===== src/hdl/mbr_pkg.sv =====
`default_nettype none
package mbr_pkg;

  localparam int unsigned POS_W     = 9;
  localparam int unsigned SIZE_W    = 17;
  localparam int unsigned WORD_W    = 32;
  localparam int unsigned PROD_W    = 48;
  localparam int unsigned PAYLOAD_W = 177;
  localparam int unsigned TDATA_W   = 184;

  localparam logic [POS_W-1:0]  TABLE_BASE = 9'h1BE;
  localparam logic [POS_W-1:0]  TABLE_END  = 9'h1FE;
  localparam logic [POS_W-1:0]  SIG_POS    = 9'd510;
  localparam logic [POS_W-1:0]  LAST_POS   = 9'd511;
  localparam logic [SIZE_W-1:0] SECTOR_SIZE_RESET = 17'd512;

  localparam logic [7:0] SIG_LOW         = 8'h55;
  localparam logic [7:0] SIG_HIGH        = 8'hAA;
  localparam logic [7:0] BOOT_FLAG       = 8'h80;
  localparam logic [7:0] TYPE_EMPTY      = 8'h00;
  localparam logic [7:0] TYPE_PROTECTIVE = 8'hEE;

  localparam logic [3:0] OFS_BOOT  = 4'd0;
  localparam logic [3:0] OFS_TYPE  = 4'd4;
  localparam logic [3:0] OFS_START = 4'd8;
  localparam logic [3:0] OFS_COUNT = 4'd12;

  localparam logic [1:0] STATUS_OK        = 2'd0;
  localparam logic [1:0] STATUS_BAD_SIG   = 2'd1;
  localparam logic [1:0] STATUS_ZERO_SIZE = 2'd2;

  localparam logic KIND_PARTITION = 1'b0;
  localparam logic KIND_SUMMARY   = 1'b1;

  typedef enum logic [2:0] {
    ST_RECV,
    ST_SCAN,
    ST_MUL,
    ST_LOAD,
    ST_OUT,
    ST_FIN,
    ST_SUM
  } state_t;

  typedef struct packed {
    logic capture;
    logic step;
    logic count;
    logic mul_off;
    logic rec_load;
    logic sum_load;
  } cmd_t;

  typedef struct packed {
    logic last_byte;
    logic bad;
    logic skip;
    logic last_entry;
  } stat_t;

  // MSB first, so entry_index lands in the lowest bits of tdata
  typedef struct packed {
    logic [2:0]  partition_count;
    logic        protective_found;
    logic [1:0]  status;
    logic [47:0] size_bytes;
    logic [47:0] start_offset;
    logic [31:0] sector_count;
    logic [31:0] start_lba;
    logic        bootable;
    logic [7:0]  type_code;
    logic [1:0]  entry_index;
  } payload_t;

endpackage
`default_nettype wire


===== src/hdl/mbr_ctrl.sv =====
`default_nettype none
module mbr_ctrl (
  input  wire logic           clk,
  input  wire logic           rst,
  input  wire logic           s_tvalid,
  input  wire logic           m_tready,
  input  wire mbr_pkg::stat_t stat,
  output logic                s_tready,
  output logic                m_tvalid,
  output mbr_pkg::cmd_t       cmd
);

  mbr_pkg::state_t state, state_next;
  logic            in_acc;

  assign in_acc = s_tvalid && (state == mbr_pkg::ST_RECV);

  always_ff @(posedge clk) begin
    if (rst) begin
      state <= mbr_pkg::ST_RECV;
    end else begin
      state <= state_next;
    end
  end

  always_comb begin
    state_next = state;
    case (state)
      mbr_pkg::ST_RECV: begin
        if (in_acc && stat.last_byte) state_next = mbr_pkg::ST_SCAN;
      end
      mbr_pkg::ST_SCAN: begin
        if (stat.bad) begin
          state_next = mbr_pkg::ST_FIN;
        end else if (stat.skip) begin
          if (stat.last_entry) state_next = mbr_pkg::ST_FIN;
        end else begin
          state_next = mbr_pkg::ST_MUL;
        end
      end
      mbr_pkg::ST_MUL:  state_next = mbr_pkg::ST_LOAD;
      mbr_pkg::ST_LOAD: state_next = mbr_pkg::ST_OUT;
      mbr_pkg::ST_OUT: begin
        if (m_tready) begin
          state_next = stat.last_entry ? mbr_pkg::ST_FIN : mbr_pkg::ST_SCAN;
        end
      end
      mbr_pkg::ST_FIN: state_next = mbr_pkg::ST_SUM;
      mbr_pkg::ST_SUM: begin
        if (m_tready) state_next = mbr_pkg::ST_RECV;
      end
      default: state_next = mbr_pkg::ST_RECV;
    endcase
  end

  always_comb begin
    s_tready     = 1'b0;
    m_tvalid     = 1'b0;
    cmd          = '0;
    case (state)
      mbr_pkg::ST_RECV: begin
        s_tready    = 1'b1;
        cmd.capture = s_tvalid;
      end
      mbr_pkg::ST_SCAN: begin
        // skip empty and protective entries without a record
        cmd.step = !stat.bad && stat.skip;
      end
      mbr_pkg::ST_MUL:  cmd.mul_off  = 1'b1;
      mbr_pkg::ST_LOAD: cmd.rec_load = 1'b1;
      mbr_pkg::ST_OUT: begin
        m_tvalid  = 1'b1;
        cmd.step  = m_tready;
        cmd.count = m_tready;
      end
      mbr_pkg::ST_FIN:  cmd.sum_load = 1'b1;
      mbr_pkg::ST_SUM:  m_tvalid = 1'b1;
      default: begin
        s_tready = 1'b0;
      end
    endcase
  end

endmodule
`default_nettype wire


===== src/hdl/mbr_dp.sv =====
`default_nettype none
module mbr_dp (
  input  wire logic                         clk,
  input  wire logic                         rst,
  input  wire logic [7:0]                   data_byte,
  input  wire logic                         sector_start,
  input  wire logic                         cfg_we,
  input  wire logic [mbr_pkg::SIZE_W-1:0]   cfg_data,
  input  wire mbr_pkg::cmd_t                cmd,
  output mbr_pkg::stat_t                    stat,
  output mbr_pkg::payload_t                 rec,
  output logic                              rec_kind,
  output logic                              rec_last
);

  logic [mbr_pkg::SIZE_W-1:0] sector_size;
  logic [mbr_pkg::POS_W-1:0]  byte_position;
  logic [mbr_pkg::POS_W-1:0]  pos;
  logic [mbr_pkg::POS_W-1:0]  rel;
  logic [1:0]                 wr_entry;
  logic [3:0]                 wr_ofs;
  logic                       in_table;
  logic [7:0]                 signature_low;
  logic [1:0]                 status_reg;
  logic [1:0]                 idx;
  logic [2:0]                 n;
  logic                       prot;
  logic [mbr_pkg::PROD_W-1:0] off_reg;

  logic [7:0]                 entry_type  [4];
  logic                       entry_boot  [4];
  logic [mbr_pkg::WORD_W-1:0] entry_start [4];
  logic [mbr_pkg::WORD_W-1:0] entry_count [4];

  logic [mbr_pkg::WORD_W-1:0] mul_a;
  logic [48:0]                prod;
  logic [7:0]                 cur_type;

  assign pos      = sector_start ? '0 : byte_position;
  assign in_table = (pos >= mbr_pkg::TABLE_BASE) && (pos < mbr_pkg::TABLE_END);
  assign rel      = pos - mbr_pkg::TABLE_BASE;
  assign wr_entry = rel[5:4];
  assign wr_ofs   = rel[3:0];

  assign cur_type = entry_type[idx];
  assign mul_a    = cmd.mul_off ? entry_start[idx] : entry_count[idx];
  assign prod     = 49'(mul_a) * 49'(sector_size);

  assign stat.last_byte  = (pos == mbr_pkg::LAST_POS);
  assign stat.bad        = (status_reg != mbr_pkg::STATUS_OK);
  assign stat.skip       = (cur_type == mbr_pkg::TYPE_EMPTY) ||
                           (cur_type == mbr_pkg::TYPE_PROTECTIVE);
  assign stat.last_entry = (idx == 2'd3);

  always_ff @(posedge clk) begin
    if (rst) begin
      sector_size   <= mbr_pkg::SECTOR_SIZE_RESET;
      byte_position <= '0;
      signature_low <= '0;
      status_reg    <= mbr_pkg::STATUS_OK;
      idx           <= '0;
      n             <= '0;
      prot          <= 1'b0;
    end else begin
      if (cfg_we) sector_size <= cfg_data;
      if (cmd.capture) begin
        byte_position <= pos + 1'b1;
        if (pos == mbr_pkg::SIG_POS) signature_low <= data_byte;
        if (stat.last_byte) begin
          idx  <= '0;
          n    <= '0;
          prot <= 1'b0;
          // zero sector size wins over a bad signature
          if (sector_size == '0) begin
            status_reg <= mbr_pkg::STATUS_ZERO_SIZE;
          end else if ((signature_low != mbr_pkg::SIG_LOW) ||
                       (data_byte != mbr_pkg::SIG_HIGH)) begin
            status_reg <= mbr_pkg::STATUS_BAD_SIG;
          end else begin
            status_reg <= mbr_pkg::STATUS_OK;
          end
        end
      end
      if (cmd.step) begin
        idx <= idx + 1'b1;
        if (cur_type == mbr_pkg::TYPE_PROTECTIVE) prot <= 1'b1;
      end
      if (cmd.count) n <= n + 1'b1;
    end
  end

  always_ff @(posedge clk) begin
    if (cmd.capture && in_table) begin
      case (wr_ofs) inside
        mbr_pkg::OFS_BOOT:
          entry_boot[wr_entry] <= (data_byte == mbr_pkg::BOOT_FLAG);
        mbr_pkg::OFS_TYPE:
          entry_type[wr_entry] <= data_byte;
        [4'd8:4'd11]:
          entry_start[wr_entry][{wr_ofs[1:0], 3'b000} +: 8] <= data_byte;
        [4'd12:4'd15]:
          entry_count[wr_entry][{wr_ofs[1:0], 3'b000} +: 8] <= data_byte;
        default: begin
        end
      endcase
    end
  end

  always_ff @(posedge clk) begin
    if (cmd.mul_off) off_reg <= prod[mbr_pkg::PROD_W-1:0];
    if (cmd.rec_load) begin
      rec.partition_count  <= '0;
      rec.protective_found <= 1'b0;
      rec.status           <= mbr_pkg::STATUS_OK;
      rec.size_bytes       <= prod[mbr_pkg::PROD_W-1:0];
      rec.start_offset     <= off_reg;
      rec.sector_count     <= entry_count[idx];
      rec.start_lba        <= entry_start[idx];
      rec.bootable         <= entry_boot[idx];
      rec.type_code        <= cur_type;
      rec.entry_index      <= n[1:0];
      rec_kind             <= mbr_pkg::KIND_PARTITION;
      rec_last             <= 1'b0;
    end else if (cmd.sum_load) begin
      rec.partition_count  <= n;
      rec.protective_found <= prot;
      rec.status           <= status_reg;
      rec.size_bytes       <= '0;
      rec.start_offset     <= '0;
      rec.sector_count     <= '0;
      rec.start_lba        <= '0;
      rec.bootable         <= 1'b0;
      rec.type_code        <= '0;
      rec.entry_index      <= '0;
      rec_kind             <= mbr_pkg::KIND_SUMMARY;
      rec_last             <= 1'b1;
    end
  end

endmodule
`default_nettype wire


===== src/hdl/mbr_partition_table_parser.sv =====
`default_nettype none
// MBR partition table parser.
// Input stream (s_*): one sector byte per request, in address order; tuser
// marks byte 0 of a new sector and restarts the position count. After byte
// 511 the position wraps, so the next sector may also follow without a mark.
// Bytes are taken at one per cycle while the block is collecting.
// Once byte 511 is taken, input is held off while the records go out on m_*:
// with a good signature and a nonzero sector size, one partition record per
// entry that is neither empty nor protective, then a summary record with
// tlast high. Each entry is inspected in turn; a reported one then goes
// through the shared 32x17 multiplier (offset, then size) before its record
// is shown. The summary is loaded after the last entry, or after a bad
// signature or zero sector size with no partition record sent before it.
// A stalled receiver holds the current record and the scan until it is
// taken.
// cfg_* writes the sector size (reset 512); it is always ready and is to be
// written between sectors only.
// Reset (rst, synchronous) restores the sector size, clears the position
// and returns to collecting; captured table entries are not cleared.
module mbr_partition_table_parser (
  input  wire logic                            clk,
  input  wire logic                            rst,
  input  wire logic                            s_tvalid,
  output logic                                 s_tready,
  input  wire logic [7:0]                      s_tdata,   // data_byte
  input  wire logic                            s_tuser,   // sector_start
  output logic                                 m_tvalid,
  input  wire logic                            m_tready,
  // entry_index, type_code, bootable, start_lba, sector_count, start_offset,
  // size_bytes, status, protective_found, partition_count, zero fill
  output logic [mbr_pkg::TDATA_W-1:0]          m_tdata,
  output logic                                 m_tuser,   // record_kind
  output logic                                 m_tlast,   // last
  input  wire logic                            cfg_valid,
  output logic                                 cfg_ready,
  input  wire logic [mbr_pkg::SIZE_W-1:0]      cfg_data
);

  mbr_pkg::cmd_t     cmd;
  mbr_pkg::stat_t    stat;
  mbr_pkg::payload_t rec;

  assign cfg_ready = 1'b1;
  assign m_tdata   = {{(mbr_pkg::TDATA_W - mbr_pkg::PAYLOAD_W){1'b0}}, rec};

  mbr_ctrl u_ctrl (
    .clk      (clk),
    .rst      (rst),
    .s_tvalid (s_tvalid),
    .m_tready (m_tready),
    .stat     (stat),
    .s_tready (s_tready),
    .m_tvalid (m_tvalid),
    .cmd      (cmd)
  );

  mbr_dp u_dp (
    .clk          (clk),
    .rst          (rst),
    .data_byte    (s_tdata),
    .sector_start (s_tuser),
    .cfg_we       (cfg_valid && cfg_ready),
    .cfg_data     (cfg_data),
    .cmd          (cmd),
    .stat         (stat),
    .rec          (rec),
    .rec_kind     (m_tuser),
    .rec_last     (m_tlast)
  );

  // input and output never run at the same time
  a_no_overlap: assert property (@(posedge clk) disable iff (rst)
    !(s_tready && m_tvalid))
    else $error("input accepted while a record is pending");

  a_last_is_summary: assert property (@(posedge clk) disable iff (rst)
    m_tvalid |-> (m_tlast == m_tuser))
    else $error("tlast and record kind disagree");

  a_resume: assert property (@(posedge clk) disable iff (rst)
    (m_tvalid && m_tready && m_tlast) |=> s_tready)
    else $error("input not resumed after summary");

  a_count_range: assert property (@(posedge clk) disable iff (rst)
    (m_tvalid && m_tlast) |-> (m_tdata[176:174] <= 3'd4))
    else $error("partition count out of range");

endmodule
`default_nettype wire

===== config.mk =====
export PLATFORM = sky130hd
export DESIGN_NAME = mbr_partition_table_parser
export DESIGN_NICKNAME = d
export VERILOG_FILES = /design/src/hdl/mbr_pkg.sv /design/src/hdl/mbr_ctrl.sv /design/src/hdl/mbr_dp.sv /design/src/hdl/mbr_partition_table_parser.sv
export SDC_FILE = /design/constraint.sdc
export NUM_CORES = 2
export LEC_CHECK = 0
export BUFFER_PORTS_ARGS = -buffer_cell sky130_fd_sc_hd__clkbuf_2
export CORE_MARGIN = 2
export CORE_UTILIZATION = 63
export DETAILED_ROUTE_END_ITERATION = 8
export GPL_TIMING_DRIVEN = 0
export HOLD_SLACK_MARGIN = 0.02
export PLACE_DENSITY = 0.8
export SKIP_CTS_REPAIR_TIMING = 1
export SLEW_MARGIN = 10
export SYNTH_ARGS = -nofsm -noshare
export SYNTH_HDL_FRONTEND = slang
export SYNTH_SLANG_ARGS = --single-unit

===== constraint.sdc =====
create_clock -name clk -period 10.72 [get_ports clk]
set_input_delay 1.072 -clock clk [delete_from_list [all_inputs] [get_ports clk]]
set_output_delay 1.072 -clock clk [all_outputs]
set_load 0.005 [all_outputs]

==> results.md <==
- DR iter-0 viols: 2633
- Largest register FFs: 177
- Layout cells sized above 1: between 10% and 20%
- Placed Cells: 4250
- Post-route DRC: 0
- Tcrit/Tclk final: approximately 93%
- Chip width: approximately 250 µm
- Post-layout util: 70.0%
- Global Route Usage Sum: 32.2%
- Initial antenna violation count: 3
- CP arrival: approximately 10 ns
- Min Tclk post-route: about 10 ns
- Core Region: 61400 µm²
- Placed inst area: 41000 µm²
- Starting density of the core: 63.3%
- FP Rows: just over 90
- Ports: 220
- Post-synth design cell area: 38800 µm²
- WL/cell: 22.8 µm
- Cell mode on critical path: fa_1
- Grt ovf: 0
- Post-Route WL: 99400 µm
- CP max FO: 10
- Leakage power: 18.3 nW
- Max incr delay on CP: 0.79 ns
- Clock tree buffer depth: 3
- CTS clk-pin slew, worst paths: about 0.07 ns
- F_max: 100 MHz
- Layout Cells excl Fill: 4360
- Post-synthesis async set-or-reset flop share: 0%
- Critical Path End Type: flip-flop
- EDFF count, synth: 511
- CTS tree: done
- Num CTS Buffers: 57
- Fillers: 4183
- Worst hold margin: 0.487 ns
- Yosys warnings: 0
- Area Overhead vs Synth: 10.6%
- Crit path max-delay family: adder cells
- Hold WC Path Type: reg -> reg
- Predominant post-synthesis flop cell: edfxtp_1
- Fin. Hold Viols: 0
- Maxcap violations: 0
- Setup TNS: 0 ns
- Yosys top cell by area: edfxtp_1
- Synth top area cells: edfxtp_1, fa_1, and2_1
- Final setup violation count: 0
- Die area: 63600 µm²
- Max_slew headroom: 11.5%
- Netlist cell types: 68
- Clk_skew: about 0.062 ns
- Mapped Cells: 3243
- Critical path's slowest cell: clkbuf_1
- CP Launch Type: flip-flop
- HPWL after detailed placement: 74200 µm
- Final #Nets: 4128
- Worst-Margin Slew: around 1.3 ns
- Fin area: 43000 µm²
- Top reg by flops: u_dp.rec
- Power Density: around 140 nW/µm²
- Syn_area_per_cell: 12.0 µm²
- Pin count of the biggest net entering global routing: between 60 and 70
- Total iterations of the first detailed-routing run: 6
- Vias in the first global route: 26087
- FF+latch count, synth: 565
- RSZ-0062 raised after global routing: false
- Status: finished clean
- CP Buf/Inv Count: 8
- H-Tree Depth: 2
- Critical path class: reg -> reg
- Clock sink total: around 570
- Clock root buffer: clkbuf_16
- Vias/cell: 5.86
- Post-synthesis sequential area ratio: 42.3%
- Buffers added on ports: between 200 and 250
- Via Count: between 20000 and 30000
- CP required: between 10 and 15 ns
- Post-synth top area share: 39.5%
- Die Ht: around 250 µm
- GP Congestion: slightly below 1
- First-pass GRT wire length: 152000 µm
- Final Slew Violations: 0
- Later-pin clock latency in the skew report: 0.67 ns
- Peak VDD IR: 0.150 mV
- DRT antenna net count: 0
## cell usage after synthesis (4+ instances only)
cell type / number
inv_1: 534
edfxtp_1: 511
fa_1: 448
nand2_1: 399
and2_1: 376
ha_1: 130
nor2_1: 120
clkbuf_1: 113
mux4_2: 73
a21oi_1: 72
dfxtp_1: 54
nor2b_1: 39
xnor2_1: 34
buf_2: 33
mux2_2: 30
mux2i_1: 27
o21ai_0: 27
nand2b_1: 19
nand3_1: 16
xor2_1: 16
a21o_1: 12
nor3_1: 12
nor4_1: 12
a22o_1: 11
nand4_1: 11
o21bai_1: 10
buf_4: 9
o21a_1: 9
a31oi_1: 8
and3_1: 5
buf_1: 5
nor3b_1: 5
a211oi_1: 4
a21boi_0: 4
o21ai_1: 4
## layout make-up
cell class / count / area (µm²) / area share, %
diodes: 2 / 5.00 / 0.0117
plain buffers: 162 / 691 / 1.61
clock buffers: 78 / 1610 / 3.74
clock inverters: 30 / 378 / 0.880
inverters: 534 / 2000 / 4.67
multi-input cells: 1988 / 19700 / 46.0
flip-flops and latches: 565 / 16400 / 38.2
well taps: 790 / 988 / 2.30
repair buffers: 211 / 1120 / 2.60
## worst register-to-register path, cell delays in order, from the launching register on
cell      delay [ns]
dfxtp_1         0.31
clkbuf_1        0.54
clkbuf_1        0.55
clkbuf_1        0.79
mux4_2          0.42
mux2_2          0.36
buf_2           0.34
nand2_1         0.13
fa_1            0.59
fa_1            0.54
fa_1            0.53
inv_1           0.06
fa_1            0.48
fa_1            0.52
inv_1           0.05
fa_1            0.50
inv_1           0.05
ha_1            0.26
clkbuf_1        0.28
o21ai_0         0.15
nand2b_1        0.09
a31oi_1         0.08
a21oi_1         0.52
a31oi_1         0.41
o21ai_1         0.63
a311oi_1        0.23
xnor2_1         0.18
and2_1          0.15
## placed cells by master (no fill, tap or decap), types with 5 or more instances in the layout
cell	n
mux2_2	30
xnor2_1	34
and3_1	5
buf_1	5
ha_1	130
buf_2	33
mux2i_1	26
clkbuf_1	122
dfxtp_1	54
inv_1	534
fa_1	448
clkbuf_16	57
o21bai_1	10
a21oi_1	72
nor4_1	12
clkbuf_2	211
clkinv_1	6
and2_1	375
clkinv_2	7
nor3b_1	5
bufinv_16	5
nor2b_1	39
clkbuf_8	10
nor2_1	120
xor2_1	16
nand3_1	16
nand4_1	11
buf_4	9
mux4_2	73
nand2b_1	19
conb_1	8
nand2_1	399
a22o_1	11
o21a_1	9
edfxtp_1	511
nor3_1	12
a21o_1	12
a31oi_1	8
o21ai_0	27
## per-layer routing
metal	track usage, %	vias to the layer above	wire length, µm
met3	10.4	324	11700
li1	-	10977	-
met5	0	-	7
met4	16.2	2	5970
met2	51.0	1485	45900
met1	40.1	12773	35800
## kinds of logic after synthesis
kind of cell	Yosys count	share of synthesized area (%)
xor+xnor	50	1.13
compound gates	191	3.25
fa+ha+maj	578	27.3
flops	565	42.3
buf+inv	696	6.93
simple gates	1031	13.3
mux	130	5.80
other cells	2	0.0193
## path summary, 6_finish.rpt
check	cells past startpoint	end	slack, ns	startpoint
worst max-delay path	27	u_dp.rec[163]$_SDFFCE_PN0P_	0.72	flip-flop
worst min-delay path	2	u_dp.byte_position[8]$_SDFFE_PP0P_	0.49	u_dp.byte_position[8]$_SDFFE_PP0P_
worst max register to register	27	u_dp.rec[163]$_SDFFCE_PN0P_	0.72	flip-flop
worst min register to register	2	u_dp.byte_position[8]$_SDFFE_PP0P_	0.49	u_dp.byte_position[8]$_SDFFE_PP0P_
## where the power goes
| part | internal, W | switching [W] | total, W |
|---|---|---|---|
| Combinational | 0.000523 | 0.000942 | 0.00147 |
| Sequential | 0.00246 | 0.0000115 | 0.00247 |
| Clock | 0.00118 | 0.000882 | 0.00206 |
## stage by stage
stage	worst slack (ns)	total power, W
2_1_floorplan	2.21	0.00356
3_3_place_gp	-0.902	0.00392
3_5_place_dp	1.01	0.00396
4_1_cts	0.930	0.00600
5_1_grt	0.551	0.00628
6_report	0.718	0.00600
Power figures use the tool's default switching activity.
